<file path="src/dnsp_pkg.sv">
`default_nettype none

package dnsp_pkg;

  localparam int unsigned HEADER_BYTES = 12;
  localparam int unsigned OFF_ID_HI    = 0;
  localparam int unsigned OFF_ID_LO    = 1;
  localparam int unsigned OFF_QD_HI    = 4;
  localparam int unsigned OFF_QD_LO    = 5;
  localparam int unsigned OFF_AN_HI    = 6;
  localparam int unsigned OFF_AN_LO    = 7;
  localparam int unsigned OFF_HDR_END  = 11;

  localparam logic [15:0] EXPECTED_ID_RESET = 16'h4F53;
  localparam logic [7:0]  PTR_MASK          = 8'hC0;
  localparam logic [15:0] TYPE_A            = 16'd1;
  localparam logic [15:0] IPV4_LEN          = 16'd4;

  localparam logic [3:0] FI_TYPE_HI = 4'd0;
  localparam logic [3:0] FI_TYPE_LO = 4'd1;
  localparam logic [3:0] FI_LEN_HI  = 4'd8;
  localparam logic [3:0] FI_LEN_LO  = 4'd9;
  localparam logic [3:0] FI_ADDR_N  = 4'd4;

  localparam logic [2:0] ST_FOUND    = 3'd0;
  localparam logic [2:0] ST_SHORT    = 3'd1;
  localparam logic [2:0] ST_BADID    = 3'd2;
  localparam logic [2:0] ST_NOANSWER = 3'd3;
  localparam logic [2:0] ST_NOA      = 3'd4;

  typedef enum logic [5:0] {
    PH_HEADER = 6'b000001,
    PH_QNAME  = 6'b000010,
    PH_ANAME  = 6'b000100,
    PH_AFIXED = 6'b001000,
    PH_ADATA  = 6'b010000,
    PH_DONE   = 6'b100000
  } phase_e;

  typedef struct packed {
    logic        valid;
    logic [2:0]  status;
    logic [31:0] address;
  } result_t;

endpackage

`default_nettype wire

</file>
<file path="src/dns_response_a_record_parser.sv">
// latency: the status word appears in the cycle after the last byte is accepted
// throughput: one byte per cycle while the input is not stalled, set by the single parse step into the state registers
// input stalls only while a finished status word waits on a stalled output
// reset clears the parse state and output register, expected id returns to 0x4F53
`default_nettype none

module dns_response_a_record_parser #(
  parameter int unsigned MAX_PACKET_BYTES = 512
) (
  input  wire logic        clk_i,
  input  wire logic        rst_ni,
  input  wire logic        cfg_we_i,
  input  wire logic [15:0] cfg_wdata_i,
  input  wire logic        in_valid_i,
  output logic             in_stall_o,
  input  wire logic [7:0]  rx_byte_i,
  input  wire logic        last_byte_i,
  output logic             out_valid_o,
  input  wire logic        out_stall_i,
  output logic [2:0]       status_o,
  output logic [31:0]      address_o
);

  logic [15:0]       expected_id_q;
  logic              out_valid_q;
  logic [2:0]        status_q;
  logic [31:0]       address_q;
  logic              accept;
  dnsp_pkg::result_t result;

  assign in_stall_o = out_valid_q && out_stall_i;
  assign accept     = in_valid_i && !in_stall_o;

  always_ff @(posedge clk_i or negedge rst_ni) begin
    if (!rst_ni) begin
      expected_id_q <= dnsp_pkg::EXPECTED_ID_RESET;
    end else if (cfg_we_i) begin
      expected_id_q <= cfg_wdata_i;
    end
  end

  dnsp_parser #(
    .MAX_PACKET_BYTES(MAX_PACKET_BYTES)
  ) u_parser (
    .clk_i        (clk_i),
    .rst_ni       (rst_ni),
    .byte_valid_i (accept),
    .rx_byte_i    (rx_byte_i),
    .last_byte_i  (last_byte_i),
    .expected_id_i(expected_id_q),
    .result_o     (result)
  );

  always_ff @(posedge clk_i or negedge rst_ni) begin
    if (!rst_ni) begin
      out_valid_q <= 1'b0;
    end else if (result.valid) begin
      out_valid_q <= 1'b1;
    end else if (!out_stall_i) begin
      out_valid_q <= 1'b0;
    end
  end

  always_ff @(posedge clk_i or negedge rst_ni) begin
    if (!rst_ni) begin
      status_q  <= '0;
      address_q <= '0;
    end else if (result.valid) begin
      status_q  <= result.status;
      address_q <= result.address;
    end
  end

  assign out_valid_o = out_valid_q;
  assign status_o    = status_q;
  assign address_o   = address_q;

endmodule

`default_nettype wire

</file>
<file path="src/dnsp_parser.sv">
`default_nettype none

module dnsp_parser #(
  parameter int unsigned MAX_PACKET_BYTES = 512
) (
  input  wire logic             clk_i,
  input  wire logic             rst_ni,
  input  wire logic             byte_valid_i,
  input  wire logic [7:0]       rx_byte_i,
  input  wire logic             last_byte_i,
  input  wire logic [15:0]      expected_id_i,
  output dnsp_pkg::result_t     result_o
);

  localparam int unsigned OffW = $clog2(MAX_PACKET_BYTES + 1);

  logic [OffW-1:0]   off_q, off_d;
  dnsp_pkg::phase_e  phase_q, phase_d;
  logic [15:0]       hdr_id_q, hdr_id_d;
  logic [15:0]       q_left_q, q_left_d;
  logic [15:0]       a_left_q, a_left_d;
  logic [15:0]       skip_q, skip_d;
  logic [3:0]        fi_q, fi_d;
  logic [15:0]       rtype_q, rtype_d;
  logic [15:0]       rlen_q, rlen_d;
  logic [31:0]       accum_q, accum_d;
  logic [2:0]        outcome_q, outcome_d;
  logic              name_end;
  logic [15:0]       len_full;
  logic [15:0]       q_dec;
  logic [15:0]       a_dec;
  logic [3:0]        fi_inc;
  logic [2:0]        status;

  assign name_end = (rx_byte_i == 8'h00) ||
                    ((rx_byte_i & dnsp_pkg::PTR_MASK) == dnsp_pkg::PTR_MASK);
  assign len_full = {rlen_q[15:8], rx_byte_i};
  assign q_dec    = q_left_q - 16'd1;
  assign a_dec    = a_left_q - 16'd1;
  assign fi_inc   = fi_q + 4'd1;

  always_comb begin
    off_d     = off_q;
    phase_d   = phase_q;
    hdr_id_d  = hdr_id_q;
    q_left_d  = q_left_q;
    a_left_d  = a_left_q;
    skip_d    = skip_q;
    fi_d      = fi_q;
    rtype_d   = rtype_q;
    rlen_d    = rlen_q;
    accum_d   = accum_q;
    outcome_d = outcome_q;
    if (off_q < OffW'(MAX_PACKET_BYTES)) begin
      off_d = off_q + OffW'(1);
      if (phase_q == dnsp_pkg::PH_HEADER) begin
        if (off_q == OffW'(dnsp_pkg::OFF_ID_HI)) hdr_id_d[15:8] = rx_byte_i;
        if (off_q == OffW'(dnsp_pkg::OFF_ID_LO)) hdr_id_d[7:0]  = rx_byte_i;
        if (off_q == OffW'(dnsp_pkg::OFF_QD_HI)) q_left_d[15:8] = rx_byte_i;
        if (off_q == OffW'(dnsp_pkg::OFF_QD_LO)) q_left_d[7:0]  = rx_byte_i;
        if (off_q == OffW'(dnsp_pkg::OFF_AN_HI)) a_left_d[15:8] = rx_byte_i;
        if (off_q == OffW'(dnsp_pkg::OFF_AN_LO)) a_left_d[7:0]  = rx_byte_i;
        if (off_q == OffW'(dnsp_pkg::OFF_HDR_END)) begin
          if (hdr_id_q != expected_id_i) begin
            outcome_d = dnsp_pkg::ST_BADID;
            phase_d   = dnsp_pkg::PH_DONE;
          end else if (a_left_q == 16'd0) begin
            outcome_d = dnsp_pkg::ST_NOANSWER;
            phase_d   = dnsp_pkg::PH_DONE;
          end else begin
            outcome_d = dnsp_pkg::ST_NOA;
            phase_d   = (q_left_q != 16'd0) ? dnsp_pkg::PH_QNAME : dnsp_pkg::PH_ANAME;
          end
        end
      end else if (phase_q != dnsp_pkg::PH_DONE) begin
        if (skip_q != 16'd0) begin
          skip_d = skip_q - 16'd1;
        end else begin
          unique case (phase_q)
            dnsp_pkg::PH_QNAME: begin
              if (name_end) begin
                skip_d   = (rx_byte_i == 8'h00) ? 16'd4 : 16'd5;
                q_left_d = q_dec;
                if (q_dec != 16'd0)         phase_d = dnsp_pkg::PH_QNAME;
                else if (a_left_q != 16'd0) phase_d = dnsp_pkg::PH_ANAME;
                else                        phase_d = dnsp_pkg::PH_DONE;
              end else begin
                skip_d = {8'h00, rx_byte_i};
              end
            end
            dnsp_pkg::PH_ANAME: begin
              if (name_end) begin
                skip_d  = (rx_byte_i == 8'h00) ? 16'd0 : 16'd1;
                fi_d    = 4'd0;
                phase_d = dnsp_pkg::PH_AFIXED;
              end else begin
                skip_d = {8'h00, rx_byte_i};
              end
            end
            dnsp_pkg::PH_AFIXED: begin
              if (fi_q == dnsp_pkg::FI_TYPE_HI) rtype_d = {rx_byte_i, 8'h00};
              if (fi_q == dnsp_pkg::FI_TYPE_LO) rtype_d = rtype_q | {8'h00, rx_byte_i};
              if (fi_q == dnsp_pkg::FI_LEN_HI)  rlen_d  = {rx_byte_i, 8'h00};
              if (fi_q == dnsp_pkg::FI_LEN_LO) begin
                rlen_d = len_full;
                fi_d   = 4'd0;
                if (rtype_q == dnsp_pkg::TYPE_A && len_full == dnsp_pkg::IPV4_LEN) begin
                  accum_d = 32'd0;
                  phase_d = dnsp_pkg::PH_ADATA;
                end else begin
                  skip_d   = len_full;
                  a_left_d = a_dec;
                  phase_d  = (a_dec != 16'd0) ? dnsp_pkg::PH_ANAME : dnsp_pkg::PH_DONE;
                end
              end else begin
                fi_d = fi_inc;
              end
            end
            dnsp_pkg::PH_ADATA: begin
              accum_d = {accum_q[23:0], rx_byte_i};
              fi_d    = fi_inc;
              if (fi_inc >= dnsp_pkg::FI_ADDR_N) begin
                outcome_d = dnsp_pkg::ST_FOUND;
                phase_d   = dnsp_pkg::PH_DONE;
              end
            end
            default: ;
          endcase
        end
      end
    end
  end

  assign status = (off_d < OffW'(dnsp_pkg::HEADER_BYTES)) ? dnsp_pkg::ST_SHORT : outcome_d;

  always_comb begin
    result_o.valid   = byte_valid_i && last_byte_i;
    result_o.status  = status;
    result_o.address = (status == dnsp_pkg::ST_FOUND) ? accum_d : 32'd0;
  end

  always_ff @(posedge clk_i or negedge rst_ni) begin
    if (!rst_ni) begin
      off_q     <= '0;
      phase_q   <= dnsp_pkg::PH_HEADER;
      hdr_id_q  <= '0;
      q_left_q  <= '0;
      a_left_q  <= '0;
      skip_q    <= '0;
      fi_q      <= '0;
      rtype_q   <= '0;
      rlen_q    <= '0;
      accum_q   <= '0;
      outcome_q <= dnsp_pkg::ST_NOA;
    end else if (byte_valid_i) begin
      if (last_byte_i) begin
        // packet done, start afresh
        off_q     <= '0;
        phase_q   <= dnsp_pkg::PH_HEADER;
        hdr_id_q  <= '0;
        q_left_q  <= '0;
        a_left_q  <= '0;
        skip_q    <= '0;
        fi_q      <= '0;
        rtype_q   <= '0;
        rlen_q    <= '0;
        accum_q   <= '0;
        outcome_q <= dnsp_pkg::ST_NOA;
      end else begin
        off_q     <= off_d;
        phase_q   <= phase_d;
        hdr_id_q  <= hdr_id_d;
        q_left_q  <= q_left_d;
        a_left_q  <= a_left_d;
        skip_q    <= skip_d;
        fi_q      <= fi_d;
        rtype_q   <= rtype_d;
        rlen_q    <= rlen_d;
        accum_q   <= accum_d;
        outcome_q <= outcome_d;
      end
    end
  end

endmodule

`default_nettype wire

</file>
<file path="config.mk">
export PLATFORM = sky130hd
export DESIGN_NAME = dns_response_a_record_parser
export DESIGN_NICKNAME = d
export VERILOG_FILES = /design/src/dnsp_pkg.sv /design/src/dns_response_a_record_parser.sv /design/src/dnsp_parser.sv
export SDC_FILE = /design/constraint.sdc
export NUM_CORES = 1
export LEC_CHECK = 0
export BUFFER_PORTS_ARGS = -buffer_cell sky130_fd_sc_hd__buf_2
export CELL_PAD_IN_SITES_DETAIL_PLACEMENT = 0
export CELL_PAD_IN_SITES_GLOBAL_PLACEMENT = 1
export CORE_UTILIZATION = 48
export DETAILED_ROUTE_END_ITERATION = 10
export GPL_TIMING_DRIVEN = 0
export HOLD_SLACK_MARGIN = 0.05
export PLACE_DENSITY_LB_ADDON = 0.1
export SYNTH_ARGS = -nofsm -noshare
export SYNTH_HDL_FRONTEND = slang
export SYNTH_SLANG_ARGS = --single-unit
</file>
<file path="constraint.sdc">
create_clock -name clk_i -period 3.4 [get_ports clk_i]
set_input_delay 0 -clock clk_i [delete_from_list [all_inputs] [get_ports clk_i]]
set_output_delay 0 -clock clk_i [all_outputs]
set_load 0.1 [all_outputs]
</file>
## Word-level counts from Yosys, hierarchy flattened

Index checks and enable logic that the tools add are counted.

- Mux-type cells: 102
- Bitwise operators: 1
- $lt $le $gt $ge: 3
- Equal/unequal tests: 37
- Reductions and logical operators: 43
- Add/subtract/negate cells: 5

Operators with widths:

| kind | count |
|---|---|
| 16-bit 2-to-1 mux | 43 |
| 32-bit 2-to-1 mux | 8 |
| 6-bit 2-to-1 mux | 16 |
| 16-bit nonzero test | 5 |
| 32-bit one-hot mux with 2 select lines | 1 |
| 8-bit 2-to-1 mux | 6 |
| 16-bit one-hot mux with 3 select lines | 1 |
| 16-bit by 1-bit subtractor with 16-bit output, second input constant | 3 |
| 10-bit by 3-bit equality test with 1-bit output, second input constant | 4 |
| 3-bit 2-to-1 mux | 12 |
| 7-bit AND reduction | 5 |
| 4-bit 2-to-1 mux | 7 |
| 6-bit one-hot mux with 4 select lines | 1 |
| 8-bit AND reduction | 3 |
| 10-bit 2-to-1 mux | 2 |
| 4-bit by 2-bit != test with 1-bit output, second input constant | 5 |
| 3-bit nonzero test | 6 |
| 16-bit by 1-bit equality test with 1-bit output, second input constant | 1 |
| 16-bit by 3-bit equality test with 1-bit output, second input constant | 1 |
| 16-bit logical NOT | 1 |
| 16-bit != test | 1 |
| 16-bit by 8-bit OR with 16-bit output | 1 |
| 3-bit != test, second input constant | 5 |
| 2-bit nonzero test | 7 |
| other kinds (34) | 46 |

- Output and inout bits: 37
- Word-level logic and storage cells: 209
- Register bits after elaboration: 195
- Bits of input ports: 30

## Depth between registers and ports, before layout

Gate-level depths: netlist (run 1).

- Depth after elaboration: 11
- Gate-level depth with buffers: 11
- Depth with buffers taken out: 9

## Hierarchy

From an unflattened synthesis (run 1), not the netlist that was laid out.

- Cell total of the unflattened synthesis: 1184
- Area, all modules: 11404.7 um2

By module, submodules not included:

| module | area each (um2) | cells each | seq. area each (um2) | times used |
|---|---|---|---|---|
| dnsp_parser | 9256.4 | 1072 | 3580.9 | 1 |
| dns_response_a_record_parser | 2148.3 | 112 | 1312.5 | 1 |

## Worst setup path after synthesis (run 1)

OpenSTA, ideal clock, no wires.

- Path kind: register to register
- Start: register u_parser.skip_q[0]
- End: register u_parser.rtype_q[15]
- Setup time: 0.125 ns
- Cell stages (with the launch flop): 11
- Path buffers: 1
- Data required time: 3.275 ns
- Slack: 0.670 ns
- Arrival time: 2.605 ns
- Clock period less this slack: 2.730 ns
- Cells stage by stage: dfrtp_1 inv_1 ha_1 nor3b_1 nand3_1 nor2_4 a21oi_1 nand2b_1 a21oi_2 buf_2 mux2_2

- Longest elaborated chain between the ends: 3

RTL lines:

| element | RTL line | source |
|---|---|---|
| start, declared | dnsp_parser.sv:22 | `logic [15:0] skip_q, skip_d;` |
| start signal, assigned | dnsp_parser.sv:175 | `skip_q <= skip_d;` |
| 16-bit nonzero test | dnsp_parser.sv:76 | `if (skip_q != 16'd0) begin` |
| 2-bit != test (no line) | - |  |
| 7-bit AND reduction (no line) | - |  |
| end signal, assigned | dnsp_parser.sv:177 | `rtype_q <= rtype_d;` |
| end, declared | dnsp_parser.sv:24 | `logic [15:0] rtype_q, rtype_d;` |

No other way between the ends.
A chain may end at the register's enable or synchronous reset.

## Worst setup path in the final report (run 1)

Same ends and word-level chain as after synthesis.

==> results of run 1 <==
[what timing repair did]
item                       4_1_cts  5_1_grt
hold endpoints to repair       128        0
hold buffers                    29        0
setup buffers                    0        1
pin swaps                        0        1
gates resized for setup          2       13
setup endpoints to repair       30       64
[power by group]
| group | total, W | leakage, nW | switching (W) | internal (W) |
|---|---|---|---|---|
| Clock | 0.00206 | 0.293 | 0.00105 | 0.00101 |
| Combinational | 0.00314 | 2.31 | 0.00195 | 0.00120 |
| Sequential | 0.00317 | 2.58 | 0.000424 | 0.00274 |
| Total | 0.00837 | 5.18 | 0.00343 | 0.00494 |
[critical path, delay by kind of cell, from the launching register on]
family / cells / cell delay, ps
flops: 1 / 420
buf+inv: 2 / 400
compound gates: 2 / 500
simple gates: 4 / 1160
mux: 1 / 360
fa+ha+maj: 1 / 230
[cells in the final DEF (no fill, tap or decap), types with 5 or more instances in the layout]
cell type	synthesis	routed
dfrtp_1	184	184
o21ai_0	105	105
nand2_1	101	101
nor2_1	103	98
buf_2	8	70
a21oi_1	70	70
clkbuf_1	56	56
mux2_2	47	47
a22oi_1	37	37
nor3_1	33	33
dlygate4sd3_1	0	29
inv_1	28	28
a22o_1	27	27
nand3_1	25	24
a31oi_1	19	19
xnor2_1	19	19
o21ai_1	18	18
clkbuf_16	0	17
nor4_1	15	14
ha_1	13	13
nand4_1	12	12
nor2b_1	12	12
o31ai_1	11	11
dfstp_2	11	11
and3_1	10	10
nand2b_1	10	10
a21o_1	9	9
o22ai_1	9	9
or3_1	7	7
o22a_1	7	7
and2_1	6	6
o41ai_1	6	6
a32oi_1	6	6
nor4_2	4	5
nor4b_1	5	5
nor2_2	0	5
[registers in the layout (all words and copies together) (netlist names), 4 cells and up]
signal,count
u_parser.off_q,10
u_parser.hdr_id_q,16
u_parser.rtype_q,16
address_o,32
u_parser.phase_q,6
u_parser.a_left_q,16
u_parser.rlen_q,8
u_parser.fi_q,4
u_parser.accum_q,32
u_parser.skip_q,16
u_parser.q_left_q,16
expected_id_q,16
[metrics by stage]
stage	cell area [um^2]	utilization [%]	hold slack, ps	TNS, ps
after floorplan	10500	-	-296	0
after global placement	11200	52.6	232	-192850
after global routing	12200	57.3	177	-8.17
final	12200	57.3	151	0
after detailed placement	11200	52.8	127	-1740
after CTS	12100	57.0	105	0
[routing by layer]
metal  vias up  share of wire [%]  global-route usage [%]
met1      4614                 47                    41.2
met5         -                  0                       0
met2       316                 45                    44.0
li1       4426                  -                       -
met4         0                2.1                    10.1
met3        44                6.2                    4.94
[cell type report]
cell class	instances	area, um^2
flip-flops and latches	195	4890
repair buffers	94	651
inverters	29	109
plain buffers	71	294
well taps	275	344
fillers	1921	9090
clock inverters	14	175
multi-input cells	836	5310
clock buffers	18	429
[logic make-up after synthesis]
logic type / Yosys count / synth area share (%)
compound gates: 381 / 23.5
xor+xnor: 20 / 1.66
buf+inv: 100 / 3.80
fa+ha+maj: 13 / 1.54
simple gates: 373 / 17.8
flops: 195 / 46.4
mux: 49 / 5.23
[worst max-delay path by stage]
stage	startpoint	end	slack [ps]	cells after the start
after floorplan	u_parser.skip_q[0]	u_parser.rtype_q[15]	670	10
after global placement	rst_ni	expected_id_q[13]	-1060	1
after detailed placement	u_parser.a_left_q[0]	address_o[28]	-160	11
after CTS	u_parser.phase_q[3]	u_parser.a_left_q[7]	7	10
after global routing	u_parser.q_left_q[0]	u_parser.phase_q[2]	-8	9
final	u_parser.skip_q[0]	u_parser.rtype_q[15]	220	10
==> metrics list, run 1 <==
- The flow ran to the end, and the final reports show no timing, DRC or antenna violations.
- Synth top area share: 43.7%
- Placeable Area: approximately 0.021 mm^2
* Post-Place Setup Slack: -156 ps
- Summed over all layers, the routed wires come to approximately 31 mm.
- TritonCTS built the clock tree.
* Gr ovfl total: 0
- Once layout is complete, the cells apart from fillers number approximately 1500.
- CP Capture Type: flip-flop
- After detailed placement, the design holds a cell count of 1470.
- Worst hold-check path type: primary input to flip-flop
- Half-perimeter wire length of the detailed placement result: approximately 22 mm
* Power density over cell area: around 700 mW/mm^2
* Final count of hold timing violations: 0
* Total global routing track utilization: about 29%
- Chip Height: about 150 um
* Number of cell rows: 53
* CTS sink cnt: roughly 200
* Most repeated cell in the gate-level netlist after synthesis: dfrtp_1
- In the post-route analysis, the smallest setup slack over all paths is between 200 and 250 ps.
* Maximum root-to-sink buffer count: 2
- Number of cells on the worst hold path: 4
* Worst IR drop on VDD: about 0.00038 V
- The signal on the critical path passes through inv_1 > ha_1 > nor3b_4 > nand3_1 > nor2_4 > a21oi_1 > nand2b_1 > a21oi_2 > buf_2 > mux2_2.
* Endpoint required time on the critical path: ~3700 ps
* Achievable Freq: about 310 MHz
* Post-detailed-route wirelength per cell: between 20 and 25 um
* Type of the worst setup path: flip-flop to flip-flop
- The number of nets in the synthesized netlist is about 1200.
- Number of placed I/O pins: 67
- Routability-driven placement finished with a final weighted congestion of ~0.88.
- Time the final worst path needs with I/O delays and setup: between 3000 and 4000 ps
- Maximum capacitance violations: 0
- Number of enable-type register cells in the synthesized netlist: 0
- The floorplan step set the die width to approximately 150 um.
- For the worst setup path, the data arrival time is ~3500 ps.
* Relative slew margins: about a quarter
- Number of global-route vias before repair: 8966
- Number of different library cells in the post-synthesis netlist: 85
- Number of DRC markers after the initial detailed-route iteration: 613
- The initial antenna violation count came to 1.
- Once detail routing completed, the nets flagged for antenna violations numbered 0.
- Max-slew violations: 0
* Leak Pwr: between 5 and 6 nW
- The Yosys step of the flow raised 0 warnings.
* Layout cells sized above 1: between 10% and 20%
- The synthesized design spends more area on one cell type than any other, namely dfrtp_1.
- For this run, the slowest stage of the critical path takes between 400 and 500 ps.
- The share of the Yosys chip area taken by registers is between 40% and 50%.
* Pre-Repair DR Iteration Count: 5
* Initial Utilization: 49.5%
- Startpoint of the lowest-slack register-to-register path: u_parser.skip_q[0]
* Clock insertion delay at the later pin of the skew report: about 450 ps
- Hold Startpoint: in_valid_i
* Final worst-path cycle share: 93.4%
- After synthesis the cells add up to approximately 0.011 mm^2.
- At the pin with the least slew margin, the transition time is 1090 ps.
- After synthesis the netlist holds a flip-flop and latch count of about 200.
- Wire length of the first global-routing pass: 49.5 mm
- The slowest stage of the critical path belongs to the cell dfrtp_1.
- IO buf count: 63
- Pin count of the biggest net entering global routing: between 100 and 150
- The die covers 0.0226 mm^2.
* Endpoint of the worst hold path: u_parser.accum_q[7]
- The number of cells on the worst reg-to-reg path is 10.
* P&R area growth vs syn: 15.7%
- DRC errors left: 0
- Clock-pin slew reported for the worst setup and hold paths after clock tree synthesis: roughly 80 ps
- # setup viols final: 0
* Final net count: 1287
* Leading post-synthesis cells by instance count: dfrtp_1, o21ai_0, nor2_1
* Reg2Reg Capture Point: u_parser.rtype_q[15]
* Fraction of registers with async set or reset after synthesis: 100%
- In the routed layout, each cell is associated on average with a via count of between 6 and 7.
- The most used flip-flop cell after synthesis is dfrtp_1.
- For this block, the via count after detailed routing is 9400.
- H-tree depth reported by CTS: 4
- Synth top area cells: dfrtp_1, mux2_2, o21ai_0
* # diodes: 0
- Synthesis handed over a netlist of around 1100 instances.
- Peak fanout along the critical path: 10
- Overall Power: approximately 0.0084 W
* Worst Setup Start Kind: flip-flop
* Root buffer cell: clkbuf_16
* Slack of the worst reg-to-reg path: approximately 220 ps
- Worst Clk Skew: 17.1 ps
- Number of buffers created by CTS: 17
* Syn avg cell area: about 9.3 um^2
Power figures use the tool's default switching activity.
==> inputs of run 2 (changes only) <==
--- a/config.mk
+++ b/config.mk
@@ -12,6 +12,7 @@
 export DETAILED_ROUTE_END_ITERATION = 10
 export GPL_TIMING_DRIVEN = 0
 export HOLD_SLACK_MARGIN = 0.05
+export MAX_ROUTING_LAYER = met4
 export PLACE_DENSITY_LB_ADDON = 0.1
 export SYNTH_ARGS = -nofsm -noshare
 export SYNTH_HDL_FRONTEND = slang
==> metrics list, run 2 (synthesized netlist as in run 1, its figures left out) <==
* Pin count of the biggest net entering global routing: 111 (unchanged)
- The net switching share of the total power came to 41.0% (was 40.9%).
* Time the final worst path needs with I/O delays and setup: 3190 ps (was 3180 ps)
* Final count of hold timing violations: 0 (unchanged)
- Wire length of the first global-routing pass: 49.6 mm (was 49.5 mm)
- Run status: complete, no violations (unchanged).
- The later-pin clock latency in the skew report was 450 ps (about the same).
- DRC errors left: 0 (unchanged)
- Chip Height: 150 um (unchanged)
* P&R area growth vs syn: 15.7% (unchanged)
- The worst supply voltage drop on vdd was 0.000381 V (was 0.000378 V).
- Slew of the pin with the lowest slew margin: 1090 ps (about the same)
- The required time at the worst-slack endpoint was 3740 ps (was 3730 ps).
- Area of all placed cells without fillers: 0.0122 mm^2 (unchanged)
* Antenna-violating nets left: 0 (unchanged)
* Reg2Reg Capture Point: u_parser.rtype_q[15] (unchanged)
* Gr ovfl total: 0 (unchanged)
* Maximum root-to-sink buffer count: 2 (unchanged)
- Final net count: 1287 (unchanged)
- Clock-pin slew reported for the worst setup and hold paths after clock tree synthesis: 80 ps (about the same)
* Number of DRC markers after the initial detailed-route iteration: 570 (was 613)
- The type of element launching the critical path is a flip-flop (unchanged).
- Number of cell rows: 53 (unchanged)
* Final Routed Wirelength: 31.3 mm (about the same)
- CP Capture Type: flip-flop (unchanged)
* # diodes: 0 (unchanged)
- Endpoint of the worst hold path: u_parser.accum_q[7] (unchanged)
* Root buffer cell: clkbuf_16 (unchanged)
- The part of the power in combinational logic is 37.5% (was 37.6%).
- The peak per-stage delay on the critical path came to 420 ps (about the same).
- Final weighted congestion of routability-driven global placement: 0.895 (was 0.880)
- The max-capacitance violation count is 0 (unchanged).
- The total I/O pin count came to 67 (unchanged).
* Layout Utilization: 57.3% (unchanged)
- The leakage power of the design came to 5.18 nW (unchanged).
- H-tree depth reported by CTS: 4 (unchanged)
- Most frequent cells in the layout: dfrtp_1, o21ai_0, nand2_1 (unchanged).
* Number of global-route vias before repair: 8942 (was 8966)
* Final worst-path cycle share: 94.0% (was 93.4%)
- The number of buffers inserted during clock tree synthesis was 17 (unchanged).
- The signal arrival time at the worst endpoint is 3530 ps (was 3510 ps).
- Initial antenna violation count: 1 (unchanged)
* Internal portion of total power: 0.00494 W (about the same)
* Most frequent standard cell in the layout excluding fill and tap cells: dfrtp_1 (unchanged)
* Half-perimeter wire length of the detailed placement result: 21.6 mm (unchanged)
* Horizontal die dimension: 150 um (unchanged)
- The cell area reported after detailed placement is 0.0112 mm^2 (unchanged).
* # setup viols final: 0 (unchanged)
* TritonCTS clock tree: done (unchanged)
* Worst hold-check path type: primary input to flip-flop (unchanged)
- The clock skew is 19.1 ps (was 17.1 ps).
- The average wire per standard cell was 20.5 um (was 20.4 um).
- Via-per-instance ratio: 6.14 (about the same)
* Sequential share of power: 37.8% (about the same)
- The overall routing resource usage is 29.7% (was 28.8%).
- IO buf count: 63 (unchanged)
- Placeable Area: 0.0213 mm^2 (unchanged)
* Cell with the largest stage delay on the worst path: dfrtp_1 (unchanged)
* Achievable Freq: 313 MHz (was 315 MHz)
- Count of vias placed by the detailed router: 9409 (was 9400)
* Max-slew violations: 0 (unchanged)
- Pre-Repair DR Iteration Count: 5 (unchanged)
* Relative slew margins: 26.8% (was 26.3%)
- The share of layout cells above drive strength 1 was 15.8% (unchanged).
- The number of cells traversed by the worst hold path is 4 (unchanged).
- Type of the worst setup path: flip-flop to flip-flop (unchanged)
- Initial Utilization: 49.5% (unchanged)
* Floorplan die area: 0.0226 mm^2 (unchanged)
- Startpoint of the lowest-slack register-to-register path: u_parser.skip_q[0] (unchanged)
- Worst-case hold slack: 142 ps (was 151 ps)
* Cells traversed along the worst timing path: inv_1 > ha_1 > nor3b_4 > nand3_1 > nor2_4 > a21oi_1 > nand2b_1 > a21oi_2 > buf_2 > mux2_2 (unchanged)
- Slack of the worst reg-to-reg path: 210 ps (was 220 ps)
* Power density over cell area: 687 mW/mm^2 (was 686 mW/mm^2)
- Hold Startpoint: in_valid_i (unchanged)
- Peak fanout along the critical path: 10 (unchanged)
- Total net switching power: 0.00343 W (about the same)
- The CTS sink count is 195 (unchanged).
- The clock share of power was 24.7% (was 24.6%).
* Number of cells on the worst reg-to-reg path: 10 (unchanged)
[run 2: cell counts in the layout (fill, tap and decap cells not counted)]
Identical to the previous run, type by type.
[run 2: stage by stage]
step | total power [W] | std cells | TNS (ps) | setup WS, ps
after floorplan | 0.00535 | 1131 | 0 | 670
after global placement | 0.00616 | 1469 | -192850 | -1060
after detailed placement | 0.00620 | 1470 | -1740 | -156
after CTS | 0.00830 | 1531 | 0 | 6.86
after global routing | 0.00891 | 1532 | -7.22 | -7.22
final | 0.00838 | 1532 | 0 | 205
[run 2: power by group through the flow]
stage / clock network, W / registers [W] / logic (W)
after CTS: 0.00209 / 0.00314 / 0.00307
after global routing: 0.00219 / 0.00322 / 0.00349
after floorplan: 0 / 0.00309 / 0.00226
after detailed placement: 0 / 0.00318 / 0.00302
final: 0.00207 / 0.00317 / 0.00314
after global placement: 0 / 0.00318 / 0.00299
[run 2: final cells by class]
class                      count  area [um^2]
tap                          275          344
sequential                   195         4890
buffer                        71          294
multi-input combinational    836         5310
inverter                      29          109
clock buffer                  18          429
timing repair buffer          94          651
fill                        1921         9090
clock inverter                14          175
[run 2: repair_timing]
action | CTS | global route
endpoints found under the hold margin | 128 | 0
setup endpoints to repair | 30 | 70
pin swaps | 0 | 1
gates resized for setup | 2 | 13
buffers inserted | 0 | 1
hold buffers | 29 | 0
cloned | 0 | 0
[run 2: worst max path at each step]
stage | startpoint | end | cells after the start
2_1_floorplan | u_parser.skip_q[0] | u_parser.rtype_q[15] | 10
3_3_place_gp | rst_ni | expected_id_q[13] | 1
3_5_place_dp | u_parser.a_left_q[0] | address_o[28] | 11
4_1_cts | u_parser.phase_q[3] | u_parser.a_left_q[7] | 10
5_1_grt | u_parser.q_left_q[0] | u_parser.phase_q[2] | 9
6_report | u_parser.skip_q[0] | u_parser.rtype_q[15] | 10
[run 2: layer usage]
| metal | track usage (%) | part of all wire, % | up-vias |
|---|---|---|---|
| li1 | - | - | 4424 |
| met4 | 10.1 | 1.9 | 0 |
| met1 | 41.4 | 47 | 4639 |
| met5 | - | 0 | - |
| met2 | 44.1 | 45 | 308 |
| met3 | 4.67 | 6.2 | 38 |
[run 2: critical path, delay by kind of cell (launching register included)]
family / cells / cell delay, ps
muxes: 1 / 350
AOI/OAI and AO/OA: 2 / 500
and+or+nand+nor: 4 / 1150
DFF: 1 / 420
adders and majority gates: 1 / 230
buffers and inverters: 2 / 400
==> inputs of run 3 (changes only) <==
--- a/config.mk
+++ b/config.mk
@@ -5,7 +5,7 @@
 export SDC_FILE = /design/constraint.sdc
 export NUM_CORES = 1
 export LEC_CHECK = 0
-export BUFFER_PORTS_ARGS = -buffer_cell sky130_fd_sc_hd__buf_2
+export BUFFER_PORTS_ARGS = -buffer_cell sky130_fd_sc_hd__buf_4
 export CELL_PAD_IN_SITES_DETAIL_PLACEMENT = 0
 export CELL_PAD_IN_SITES_GLOBAL_PLACEMENT = 1
 export CORE_UTILIZATION = 48
==> metrics list, run 3 (synthesized netlist as in run 1, its figures left out) <==
* Pin count of the biggest net entering global routing: 118 (was 111)
- Horizontal die dimension: 150 um (unchanged)
- The share of layout cells above drive strength 1 was 15.8% (about the same).
- The kind of end point of the critical path is a flip-flop (unchanged).
- Relative slew margins: 29.1% (was 26.8%)
* Final weighted congestion of routability-driven global placement: 0.901 (was 0.895)
* Post-Place Setup Slack: -119 ps (was -156 ps)
- Type of the worst setup path: flip-flop to flip-flop (unchanged)
- The synthesis-to-finish area growth came to 17.4% (was 15.7%).
* Total net switching power: 0.00343 W (about the same)
* Peak fanout along the critical path: 10 (unchanged)
- The part of the power in combinational logic is 37.2% (was 37.5%).
- Root buffer cell: clkbuf_16 (unchanged)
- Max-slew violations: 0 (unchanged)
- Maximum capacitance violations: 0 (unchanged)
* Cell count after placement: 1470 (unchanged)
- The core area came to 0.0213 mm^2 (unchanged).
* Worst hold-check path type: primary input to flip-flop (unchanged)
- The fmax was 308 MHz (was 313 MHz).
- The maximum level of the CTS H-tree was 4 (unchanged).
- Worst Clk Skew: 21.1 ps (was 19.1 ps)
- The worst supply voltage drop on vdd is 0.000390 V (was 0.000381 V).
- The post-route antenna net violation count came to 0 (unchanged).
- The global-route wire length before repair was 50.0 mm (was 49.6 mm).
* Number of DRC markers after the initial detailed-route iteration: 762 (was 570)
* Sequential share of power: 37.5% (was 37.8%)
- The CTS tree is done (unchanged).
- The period utilization came to 95.5% (was 94.0%).
* Initial antenna violation count: 1 (unchanged)
* Final net count: 1286 (was 1287)
* Post-route worst setup slack: 152 ps (was 205 ps)
- Leak Pwr: 5.21 nW (was 5.18 nW)
- Most frequent cells in the layout: dfrtp_1, o21ai_0, nand2_1 (unchanged)
- The later-pin clock latency in the skew report came to 450 ps (about the same).
- Maximum root-to-sink buffer count: 2 (unchanged)
- The internal power contribution was 0.00502 W (was 0.00494 W).
- Post-placement cell area: 0.0114 mm^2 (was 0.0112 mm^2)
- The number of hold violations in the final report came to 0 (unchanged).
* Number of buffers created by CTS: 17 (unchanged)
- The residual DRC count is 0 (unchanged).
- Slew of the pin with the lowest slew margin: 1050 ps (was 1090 ps)
- The overall routing resource usage is 30.0% (was 29.7%).
* Half-perimeter wire length of the detailed placement result: 21.5 mm (was 21.6 mm)
* Buffers inserted by post-CTS timing repair: 0 (unchanged)
* CTS sink cnt: 195 (unchanged)
- The signal arrival time at the worst endpoint is 3590 ps (was 3530 ps).
- Number of global-route vias before repair: 8978 (was 8942)
- Fin Setup TNS: 0 ps (unchanged)
- The first-pass detailed-route iteration total came to 5 (unchanged).
- The required time at the worst-slack endpoint came to 3740 ps (about the same).
- The power density over the cells was 683 mW/mm^2 (was 687 mW/mm^2).
- Final Routed Wirelength: 31.3 mm (about the same)
- The global-route congestion overflow total was 0 (unchanged).
- The die area was 0.0226 mm^2 (unchanged).
- The final cell area excluding filler cells is 0.0124 mm^2 (was 0.0122 mm^2).
- The initial standard-cell utilization of the core is 49.5% (unchanged).
- The number of fill cells came to 1905 (was 1921).
- Time the final worst path needs with I/O delays and setup: 3250 ps (was 3190 ps)
* Run status: complete, no violations (unchanged)
- Clock-pin slew reported for the worst setup and hold paths after clock tree synthesis: 80 ps (about the same)
* Chip Height: 150 um (unchanged)
- IO buf count: 63 (unchanged)
* Unrepaired setup endpoints after global routing: no
- The number of standard cells in the layout, taps in and fillers out was 1531 (was 1532).
- # diodes: 0 (unchanged)
- Number of placed I/O pins: 67 (unchanged)
- The clock share of power was 25.3% (was 24.7%).
- The via-per-instance ratio came to 6.13 (was 6.14).
- The total of endpoints with negative setup slack in the final report was 0 (unchanged).
* Switching portion of total power: 40.6% (was 41.0%)
* Worst Setup Start Kind: flip-flop (unchanged)
- Slack of the worst reg-to-reg path: 150 ps (was 210 ps)
- Worst-case hold slack: 134 ps (was 142 ps)
- The total number of vias came to 9387 (was 9409).
- Post-detailed-route wirelength per cell: 20.4 um (was 20.5 um)
- Most frequent standard cell in the layout excluding fill and tap cells: dfrtp_1 (unchanged)
- The number of rows in the core area came to 53 (unchanged).
[run 3: changes by cell type in the layout (fill, tap and decap cells not counted), moves of 2 or more]
| cell | previous run | this run |
|---|---|---|
| buf_2 | 70 | 8 |
| buf_4 | 1 | 62 |
| nor3b_2 | 1 | 3 |
| nor3b_4 | 2 | 0 |
[run 3: worst paths after layout]
path | start | end | cells after the start
max reg2reg | u_parser.skip_q[0] | u_parser.rtype_q[15] | 10
max | u_parser.skip_q[0] | u_parser.rtype_q[15] | 10
min | in_valid_i | u_parser.accum_q[6] | 4
max in group asynchronous | rst_ni | expected_id_q[10] | 3
min reg2reg | address_o[9] | address_o[9] | 2
min in group asynchronous | rst_ni | u_parser.a_left_q[5] | 2
[run 3: worst max-delay path: stages (launching register included)]
cell	delay, ps
dfrtp_1	430
inv_1	100
ha_1	210
nor3b_2	340
nand3_1	330
nor2_4	340
a21oi_1	140
nand2b_1	220
a21oi_2	350
buf_2	310
mux2_2	360
[run 3: power groups by stage]
stage          logic (W)  registers [W]  clock network (W)
3_3_place_gp     0.00300        0.00318                  0
2_1_floorplan    0.00226        0.00309                  0
6_report         0.00315        0.00317            0.00214
4_1_cts          0.00307        0.00315            0.00217
5_1_grt          0.00350        0.00323            0.00227
3_5_place_dp     0.00302        0.00319                  0
[run 3: what timing repair did]
item	CTS	global route
gates cloned	0	0
endpoints found under the hold margin	138	0
hold buffers	29	0
setup endpoints to repair	29	51
gates resized for setup	3	12
[run 3: through the flow]
step / power (W) / utilization, %
after CTS: 0.00839 / 57.9
after floorplan: 0.00535 / -
after global routing: 0.00900 / 58.1
final: 0.00845 / 58.1
after global placement: 0.00618 / 53.4
after detailed placement: 0.00621 / 53.5
[run 3: metal layers]
metal  vias to the layer above  GRT usage (%)  routed length [um]
met5                         -              -                   0
met4                         0           10.1                 756
met3                        53           4.55                1510
met2                       261           44.1               14200
met1                      4644           42.3               14900
li1                       4429              -                   -
[run 3: final cells by class]
cell class / count / area (um^2) / area share (%)
plain buffers: 71 / 294 / 2.38
clock buffers: 18 / 429 / 3.47
clock inverters: 14 / 201 / 1.63
inverters: 29 / 109 / 0.879
multi-input cells: 836 / 5310 / 42.9
flip-flops and latches: 195 / 4890 / 39.5
well taps: 275 / 344 / 2.78
repair buffers: 93 / 798 / 6.45
